==> src/sv/abs_warning_qualifier_assert.svh <==
// Assertion macros used by the ABS warning qualifier core.
`ifndef ABS_WARNING_QUALIFIER_ASSERT_SVH
`define ABS_WARNING_QUALIFIER_ASSERT_SVH

// Same-cycle implication, checked on the rising clock edge outside reset.
`define AWQ_ASSERT_IMP(label, clk, rst_n, ante, cons) \
	label: assert property (@(posedge clk) disable iff (!(rst_n)) (ante) |-> (cons)) \
		else $error("abs warning qualifier: same-cycle check failed");

// Next-cycle implication, checked on the rising clock edge outside reset.
`define AWQ_ASSERT_NXT(label, clk, rst_n, ante, cons) \
	label: assert property (@(posedge clk) disable iff (!(rst_n)) (ante) |=> (cons)) \
		else $error("abs warning qualifier: next-cycle check failed");

`endif

==> src/sv/abs_wq_pkg.sv <==
// Types and constants shared by the ABS warning qualifier modules.
`timescale 1ns / 1ps
package abs_wq_pkg;

	localparam int PADDR_W     = 5;
	localparam int PDATA_W     = 32;
	localparam int IN_TDATA_W  = 48;
	localparam int OUT_TDATA_W = 8;
	localparam int ITEM_W      = 43;
	localparam int RES_W       = 3;

	localparam logic [8:0]  SPEED_THR_RST = 9'd30;
	localparam logic [7:0]  DECEL_THR_RST = 8'd8;
	localparam logic [15:0] WINDOW_RST    = 16'd100;
	localparam logic [15:0] ENGAGE_RST    = 16'd150;
	localparam logic [15:0] RELEASE_RST   = 16'd200;
	localparam logic [15:0] BLINK_RST     = 16'd180;

	// Milliseconds per second, used to scale the speed drop.
	localparam logic [9:0] MS_PER_S = 10'd1000;

	typedef enum logic [2:0] {
		REG_SPEED_THR,
		REG_DECEL_THR,
		REG_WINDOW,
		REG_ENGAGE,
		REG_RELEASE,
		REG_BLINK
	} reg_idx_t;

	typedef struct packed {
		logic [8:0]  speed_thr;
		logic [7:0]  decel_thr;
		logic [15:0] window;
		logic [15:0] engage;
		logic [15:0] release_hold;
		logic [15:0] blink_half;
	} cfg_t;

	// First declared member sits in the highest bits.
	typedef struct packed {
		logic        brake_pressed;
		logic        abs_request;
		logic [8:0]  veh_speed;
		logic [31:0] now_ms;
	} item_t;

	typedef struct packed {
		logic hard_braking;
		logic lamp_on;
		logic abs_engaged;
	} result_t;

endpackage

==> src/sv/abs_warning_qualifier.sv <==
// Top level of the ABS warning qualifier: stream stages and register port.
//
//  Channel   Dir  Width  Contents
//  s_*       in   48     one timed sample per beat
//  m_*       out  8      one qualified result per beat
//  APB       in   32     six setting registers at byte offsets 0x00..0x14
//
// One beat in, one beat out; a sample may enter every cycle while the result is not stalled.
// Registers on the path: input register, then result register.
// The sample state is updated in the cycle the result register loads.
// A stalled result holds; one further sample waits in the input register.
// Reset restores the register defaults, clears the valid flags and clears all sample state in the core.
`timescale 1ns / 1ps
module abs_warning_qualifier (
	input  logic                              clk,
	input  logic                              arst_n,
	input  logic                              s_tvalid,
	output logic                              s_tready,
	// [31:0] now_ms, [40:32] veh_speed, [41] abs_request, [42] brake_pressed, rest zero
	input  logic [abs_wq_pkg::IN_TDATA_W-1:0]  s_tdata,
	output logic                              m_tvalid,
	input  logic                              m_tready,
	// [0] abs_engaged, [1] lamp_on, [2] hard_braking, rest zero
	output logic [abs_wq_pkg::OUT_TDATA_W-1:0] m_tdata,
	input  logic                              psel,
	input  logic                              penable,
	input  logic                              pwrite,
	input  logic [abs_wq_pkg::PADDR_W-1:0]     paddr,
	input  logic [abs_wq_pkg::PDATA_W-1:0]     pwdata,
	output logic [abs_wq_pkg::PDATA_W-1:0]     prdata,
	output logic                              pready
);
	import abs_wq_pkg::*;

	cfg_t    cfg;
	item_t   item_s1;
	logic    valid_s1;
	result_t res_d;
	result_t res_s2;
	logic    valid_s2;
	logic    advance;
	logic    take;

	assign advance  = valid_s1 && (!valid_s2 || m_tready);
	assign s_tready = !valid_s1 || advance;
	assign take     = s_tvalid && s_tready;

	always_ff @(posedge clk or negedge arst_n) begin
		if (!arst_n) begin
			valid_s1 <= 1'b0;
			valid_s2 <= 1'b0;
		end else begin
			if (take) begin
				valid_s1 <= 1'b1;
			end else if (advance) begin
				valid_s1 <= 1'b0;
			end
			if (advance) begin
				valid_s2 <= 1'b1;
			end else if (m_tready) begin
				valid_s2 <= 1'b0;
			end
		end
	end

	always_ff @(posedge clk) begin
		if (take) begin
			item_s1 <= item_t'(s_tdata[ITEM_W-1:0]);
		end
		if (advance) begin
			res_s2 <= res_d;
		end
	end

	assign m_tvalid = valid_s2;
	assign m_tdata  = {{(OUT_TDATA_W-RES_W){1'b0}}, res_s2};

	abs_wq_cfg u_cfg (
		.clk     (clk),
		.arst_n  (arst_n),
		.psel    (psel),
		.penable (penable),
		.pwrite  (pwrite),
		.paddr   (paddr),
		.pwdata  (pwdata),
		.prdata  (prdata),
		.pready  (pready),
		.cfg     (cfg)
	);

	abs_wq_core u_core (
		.clk    (clk),
		.arst_n (arst_n),
		.step   (advance),
		.item   (item_s1),
		.cfg    (cfg),
		.res    (res_d)
	);

endmodule

==> src/sv/abs_wq_cfg.sv <==
// APB register file holding the thresholds and timing settings.
`timescale 1ns / 1ps
module abs_wq_cfg (
	input  logic                          clk,
	input  logic                          arst_n,
	input  logic                          psel,
	input  logic                          penable,
	input  logic                          pwrite,
	input  logic [abs_wq_pkg::PADDR_W-1:0] paddr,
	input  logic [abs_wq_pkg::PDATA_W-1:0] pwdata,
	output logic [abs_wq_pkg::PDATA_W-1:0] prdata,
	output logic                          pready,
	output abs_wq_pkg::cfg_t              cfg
);
	import abs_wq_pkg::*;

	cfg_t     cfg_q;
	reg_idx_t idx;
	logic     wr_en;

	assign idx    = reg_idx_t'(paddr[PADDR_W-1:2]);
	assign pready = 1'b1;
	assign wr_en  = psel && penable && pwrite && pready;
	assign cfg    = cfg_q;

	always_ff @(posedge clk or negedge arst_n) begin
		if (!arst_n) begin
			cfg_q.speed_thr    <= SPEED_THR_RST;
			cfg_q.decel_thr    <= DECEL_THR_RST;
			cfg_q.window       <= WINDOW_RST;
			cfg_q.engage       <= ENGAGE_RST;
			cfg_q.release_hold <= RELEASE_RST;
			cfg_q.blink_half   <= BLINK_RST;
		end else if (wr_en) begin
			case (idx)
				REG_SPEED_THR: cfg_q.speed_thr    <= pwdata[8:0];
				REG_DECEL_THR: cfg_q.decel_thr    <= pwdata[7:0];
				REG_WINDOW:    cfg_q.window       <= pwdata[15:0];
				REG_ENGAGE:    cfg_q.engage       <= pwdata[15:0];
				REG_RELEASE:   cfg_q.release_hold <= pwdata[15:0];
				REG_BLINK:     cfg_q.blink_half   <= pwdata[15:0];
				default: begin
				end
			endcase
		end
	end

	always_comb begin
		case (idx)
			REG_SPEED_THR: prdata = PDATA_W'(cfg_q.speed_thr);
			REG_DECEL_THR: prdata = PDATA_W'(cfg_q.decel_thr);
			REG_WINDOW:    prdata = PDATA_W'(cfg_q.window);
			REG_ENGAGE:    prdata = PDATA_W'(cfg_q.engage);
			REG_RELEASE:   prdata = PDATA_W'(cfg_q.release_hold);
			REG_BLINK:     prdata = PDATA_W'(cfg_q.blink_half);
			default:       prdata = '0;
		endcase
	end

endmodule

==> src/sv/abs_wq_core.sv <==
// Deceleration test, ABS engage/release logic and lamp blink state.
`timescale 1ns / 1ps
`include "abs_warning_qualifier_assert.svh"
module abs_wq_core (
	input  logic                 clk,
	input  logic                 arst_n,
	input  logic                 step,
	input  abs_wq_pkg::item_t    item,
	input  abs_wq_pkg::cfg_t     cfg,
	output abs_wq_pkg::result_t  res
);
	import abs_wq_pkg::*;

	logic [8:0]  last_speed_q;
	logic [31:0] last_time_q;
	logic        decel_q;
	logic [31:0] req_start_q;
	logic [31:0] act_start_q;
	logic [31:0] blink_mark_q;
	logic        active_q;
	logic        blink_q;

	logic        unset;
	logic [31:0] dt;
	logic        upd;
	logic        record;
	logic [8:0]  drop;
	logic [18:0] drop_scaled;
	logic [39:0] limit;
	logic        decel_d;
	logic        fire;
	logic [31:0] req_start_d;
	logic [31:0] act_start_d;
	logic [31:0] blink_mark_d;
	logic        active_mid;
	logic        active_d;
	logic        blink_mid;
	logic        blink_d;

	// A drop only counts when the speed did not rise; a rise never sets the flag.
	assign unset       = (last_time_q == 32'd0);
	assign dt          = item.now_ms - last_time_q;
	assign upd         = !unset && (dt >= 32'(cfg.window));
	assign record      = unset || upd;
	assign drop        = last_speed_q - item.veh_speed;
	assign drop_scaled = 19'(drop) * 19'(MS_PER_S);
	assign limit       = 40'(cfg.decel_thr) * 40'(dt);
	assign decel_d     = upd ? ((last_speed_q >= item.veh_speed) &&
		(40'(drop_scaled) > limit)) : decel_q;

	assign fire = item.abs_request && item.brake_pressed &&
		(item.veh_speed > cfg.speed_thr) && decel_d;

	always_comb begin
		req_start_d  = 32'd0;
		act_start_d  = act_start_q;
		active_mid   = active_q;
		blink_mid    = blink_q;
		blink_mark_d = blink_mark_q;
		blink_d      = blink_q;
		if (fire) begin
			// A start time of zero reads as unset, so it is taken again here.
			req_start_d = (req_start_q == 32'd0) ? item.now_ms : req_start_q;
			if (!active_q && ((item.now_ms - req_start_d) > 32'(cfg.engage))) begin
				active_mid  = 1'b1;
				act_start_d = item.now_ms;
			end
		end else if (active_q && ((item.now_ms - act_start_q) > 32'(cfg.release_hold))) begin
			active_mid = 1'b0;
			blink_mid  = 1'b0;
		end
		active_d = active_mid;
		blink_d  = blink_mid;
		if (active_mid && ((item.now_ms - blink_mark_q) > 32'(cfg.blink_half))) begin
			blink_mark_d = item.now_ms;
			blink_d      = !blink_mid;
		end
	end

	assign res.abs_engaged  = active_d;
	assign res.lamp_on      = active_d && blink_d;
	assign res.hard_braking = decel_d;

	always_ff @(posedge clk or negedge arst_n) begin
		if (!arst_n) begin
			last_speed_q <= '0;
			last_time_q  <= '0;
			decel_q      <= 1'b0;
			req_start_q  <= '0;
			act_start_q  <= '0;
			blink_mark_q <= '0;
			active_q     <= 1'b0;
			blink_q      <= 1'b0;
		end else if (step) begin
			if (record) begin
				last_speed_q <= item.veh_speed;
				last_time_q  <= item.now_ms;
			end
			decel_q      <= decel_d;
			req_start_q  <= req_start_d;
			act_start_q  <= act_start_d;
			blink_mark_q <= blink_mark_d;
			active_q     <= active_d;
			blink_q      <= blink_d;
		end
	end

	`AWQ_ASSERT_IMP(a_blink_needs_active, clk, arst_n, !active_q, !blink_q)
	`AWQ_ASSERT_NXT(a_req_cleared, clk, arst_n, step && !fire, req_start_q == 32'd0)
	`AWQ_ASSERT_NXT(a_first_sample, clk, arst_n, step && unset,
		last_time_q == $past(item.now_ms) && last_speed_q == $past(item.veh_speed))
	`AWQ_ASSERT_NXT(a_hold_idle, clk, arst_n, !step,
		$stable(active_q) && $stable(blink_q) && $stable(decel_q) && $stable(last_time_q))

endmodule
==> config.mk <==
export PLATFORM = sky130hd
export DESIGN_NAME = abs_warning_qualifier
export DESIGN_NICKNAME = d
export VERILOG_FILES = /design/src/sv/abs_wq_pkg.sv /design/src/sv/abs_warning_qualifier.sv /design/src/sv/abs_wq_cfg.sv /design/src/sv/abs_wq_core.sv
export VERILOG_INCLUDE_DIRS = /design/src /design/src/sv
export SDC_FILE = /design/constraint.sdc
export NUM_CORES = 1
export LEC_CHECK = 0
export ABC_CLOCK_PERIOD_IN_PS = 12500
export BUFFER_PORTS_ARGS = -buffer_cell sky130_fd_sc_hd__buf_2
export CAP_MARGIN = 25
export CELL_PAD_IN_SITES_DETAIL_PLACEMENT = 1
export CELL_PAD_IN_SITES_GLOBAL_PLACEMENT = 1
export CORE_MARGIN = 8
export CORE_UTILIZATION = 50
export DETAILED_ROUTE_END_ITERATION = 8
export PLACE_DENSITY = 0.8
export SYNTH_ARGS = -nofsm -noshare
export SYNTH_HDL_FRONTEND = slang
export SYNTH_SLANG_ARGS = --single-unit
==> constraint.sdc <==
create_clock -name clk -period 12.5 [get_ports clk]
set_input_delay 3.75 -clock clk [delete_from_list [all_inputs] [get_ports clk]]
set_output_delay 3.75 -clock clk [all_outputs]
set_load 0.005 [all_outputs]
==> results_dict.tcl <==
set metrics [dict create \
    post_dp_cell_area_mm2 0.0336 \
    fin_skew_ns 0.0432 \
    cts.sinks 269 \
    drt-met1-wl_um 44600 \
    fmax_mhz 87.5 \
    first_pass_iters 5 \
    netlist_top_cells_area "dfrtp_1 16%, fa_1 13%, ha_1 12%" \
    cp_max_fo 32 \
    synth_top_area_cell "dfrtp_1" \
    post_cts_buffers 0 \
    cp.required_ns 12.92 \
    cts-htree-levels 2 \
    final_cell_area_mm2 0.0347 \
    synth_warnings 0 \
    nNetsFinal 4400 \
    synth_top_area_share_pct 15.8 \
    synthesis.area_mm2 0.0323 \
    gp_congestion 0.907 \
    clk_pin_slew_ns 0.06 \
    synth_cell_types 99 \
    async_flop_share_pct 82.9 \
    row_count 93 \
    cts-resized-gates 0 \
    status "complete, no violations" \
    worstSkewPairLatency_ns 0.58 \
    worst_pin_slew_ns 1.03 \
    drive_gt1_share_pct 8.97 \
    endpoint_kind "register" \
    crit_buf_inv 2 \
    place_hpwl_um 81100 \
    placement.io_buffers 89 \
    hold_slack_ns 0.493 \
    antenna_cells 0 \
    die_h_um 270 \
    cpMostUsedCell "fa_1" \
    drt_wl_total_um 105000 \
    period_share_pct 91.4 \
    setup_tns_ns 0 \
    wl_met3_um 3860 \
    routedWlPerCell_um 22.5 \
    regArea_mm2 0.00699 \
    cp-start-kind "register" \
    boundaryPins 135 \
    num_vias 28700 \
    hold_viol 0 \
    cts-root-buf "clkbuf_16" \
    start_util_pct 50.3 \
    nFillCells 7709 \
    fin_crit_ns 11.42 \
    routed-wl-met2_um 51200 \
    cts_hold_buffers 0 \
    cts_inserted_buffers 34 \
    drv_cap 0 \
    grt_pass1_vias 30800 \
    synth-edff-count 46 \
    final_max_slew_viol_count 0 \
    synth_cells 3762 \
    cts_tree "done" \
    worstHoldPathType "reg2reg" \
    track_usage_pct 27.9 \
    criticalPathCategory "reg2reg" \
    slowest_delay_ns 0.82 \
    synth_seq_cells 269 \
    cp_top_family "simple AND/OR/NAND/NOR gates" \
    setup_violations 0 \
    clock_path_buffers 3 \
    antenna_found_initial 1 \
    core_area_mm2 0.0642 \
    viasPerCell 6.17 \
    slowest_stage "nor4_2" \
    die_area_mm2 0.0730 \
    drt_iter0_markers 1923 \
    grt_max_degree 160 \
    syn_area_per_cell_um2 8.59 \
    ys.flop_type "dfrtp_1" \
    grt_pass1_wl_um 167000 \
    fp.dieW_um 270 \
    crit_arrival_ns 11.84 \
    rsz0062_at_grt "no" \
    syn_to_final_growth_pct 7.45 \
    max_slew_margin_pct 31.2 \
    multi_input_area_mm2 0.0229 \
    top_layer "met4" \
    route.detailed.drc 0 \
    overflow 0 \
    ys_seq_area_share_pct 21.6 \
    ant_nets 0 \
]
synth_stat cells, drive strengths merged, types with 13 or more instances:
cell type and number:
a2111oi 20, a211oi 22, a21o 74, a21oi 246, a31oi 26, a32oi 33
and2 177, and3 46, and4 14, buf 43, clkbuf 141, dfrtp 204
dfstp 19, edfxtp 46, fa 211, ha 320, inv 453, mux2 87
mux2i 32, nand2 393, nand2b 38, nand3 51, nand4 57, nor2 130
nor2b 51, nor3 74, nor3b 13, nor4 36, o211ai 59, o21a 41
o21ai 201, o21bai 15, o22ai 20, o31ai 42, or3 16, or4 13
xnor2 81, xor2 36
placed cells by master, fill, tap and decap left out, types with 16 or more instances in the layout:
master and count:
inv_1 453, nand2_1 392, ha_1 320, a21oi_1 245, fa_1 211, dfrtp_1 204
o21ai_0 189, and2_1 175, nor2_1 126, buf_2 89, xnor2_1 81, a21o_1 74
nor3_1 72, o211ai_1 59, nand4_1 57, mux2_2 56, nor2b_1 51, nand3_1 50
buf_4 50, and3_1 46, edfxtp_1 46, o21a_1 41, o31ai_1 41, nand2b_1 38
xor2_1 36, nor4_1 35, clkbuf_16 35, a32oi_1 33, mux2i_1 32, mux2_4 29
a31oi_1 26, conb_1 22, a211oi_1 21, o22ai_1 20, dfstp_2 19, a2111oi_0 16
or3_1 16
state kept, by name, summed over array words and instances (netlist names):
register	cells
u_cfg.cfg	81
item_s1	43
u_core.act_start_q	32
u_core.blink_mark_q	32
u_core.last_time_q	32
u_core.req_start_q	32
u_core.last_speed_q	9
m_tdata	3
m_tvalid	1
u_core.active_q	1
u_core.blink_q	1
u_core.decel_q	1
valid_s1	1
worst min-delay path, cell delays in order, from the launching register on:
cell	delay, ns
dfrtp_1	0.34
nand2_1	0.05
o21ai_0	0.06
layer usage:
metal	vias to the layer above	global-route usage (%)
li1	13200	-
met5	-	0
met2	709	48.7
met4	0	13.0
met3	261	2.95
met1	14600	34.5
per-stage QoR:
step,utilization [%],std cells,setup WS [ns]
after floorplan,-,3782,3.57
after global placement,52.2,4592,1.44
after detailed placement,52.3,4595,1.15
after CTS,54.0,4656,1.10
after global routing,54.1,4657,0.359
final,54.1,4657,1.08
kinds of logic after synthesis:
logic type / after synthesis / share of synthesized area, %
adders and majority gates: 531 / 25.5
AOI/OAI and AO/OA: 937 / 19.2
muxes: 121 / 4.50
buffers and inverters: 637 / 7.77
xor gates and xnor gates: 117 / 3.17
DFF: 269 / 21.6
and+or+nand+nor: 1148 / 18.2
other: 2 / 0.0232
final timing paths:
check                                       start                     end  slack [ns]  cells after the start
setup / recovery                       item_s1[3]  u_core.act_start_q[31]        1.08                     32
hold / removal             u_core.last_speed_q[4]  u_core.last_speed_q[4]        0.49                      2
setup reg to reg                       item_s1[3]  u_core.act_start_q[31]        1.08                     32
hold reg to reg            u_core.last_speed_q[4]  u_core.last_speed_q[4]        0.49                      2
max in group asynchronous                  arst_n  u_core.act_start_q[24]        7.95                      2
min in group asynchronous                  arst_n  u_core.req_start_q[29]        3.16                      1
area by class of cell:
cell class                 count  share of cell area, %
multi-input combinational   2876                   66.1
sequential                   269                   20.1
inverter                     453                   4.90
tap                          855                   3.08
clock buffer                  47                   2.77
timing repair buffer         143                   2.59
clock inverter                14                  0.450
Power is not shown: default switching activity piles up to over one toggle a cycle in this logic, so the estimate is an artifact.
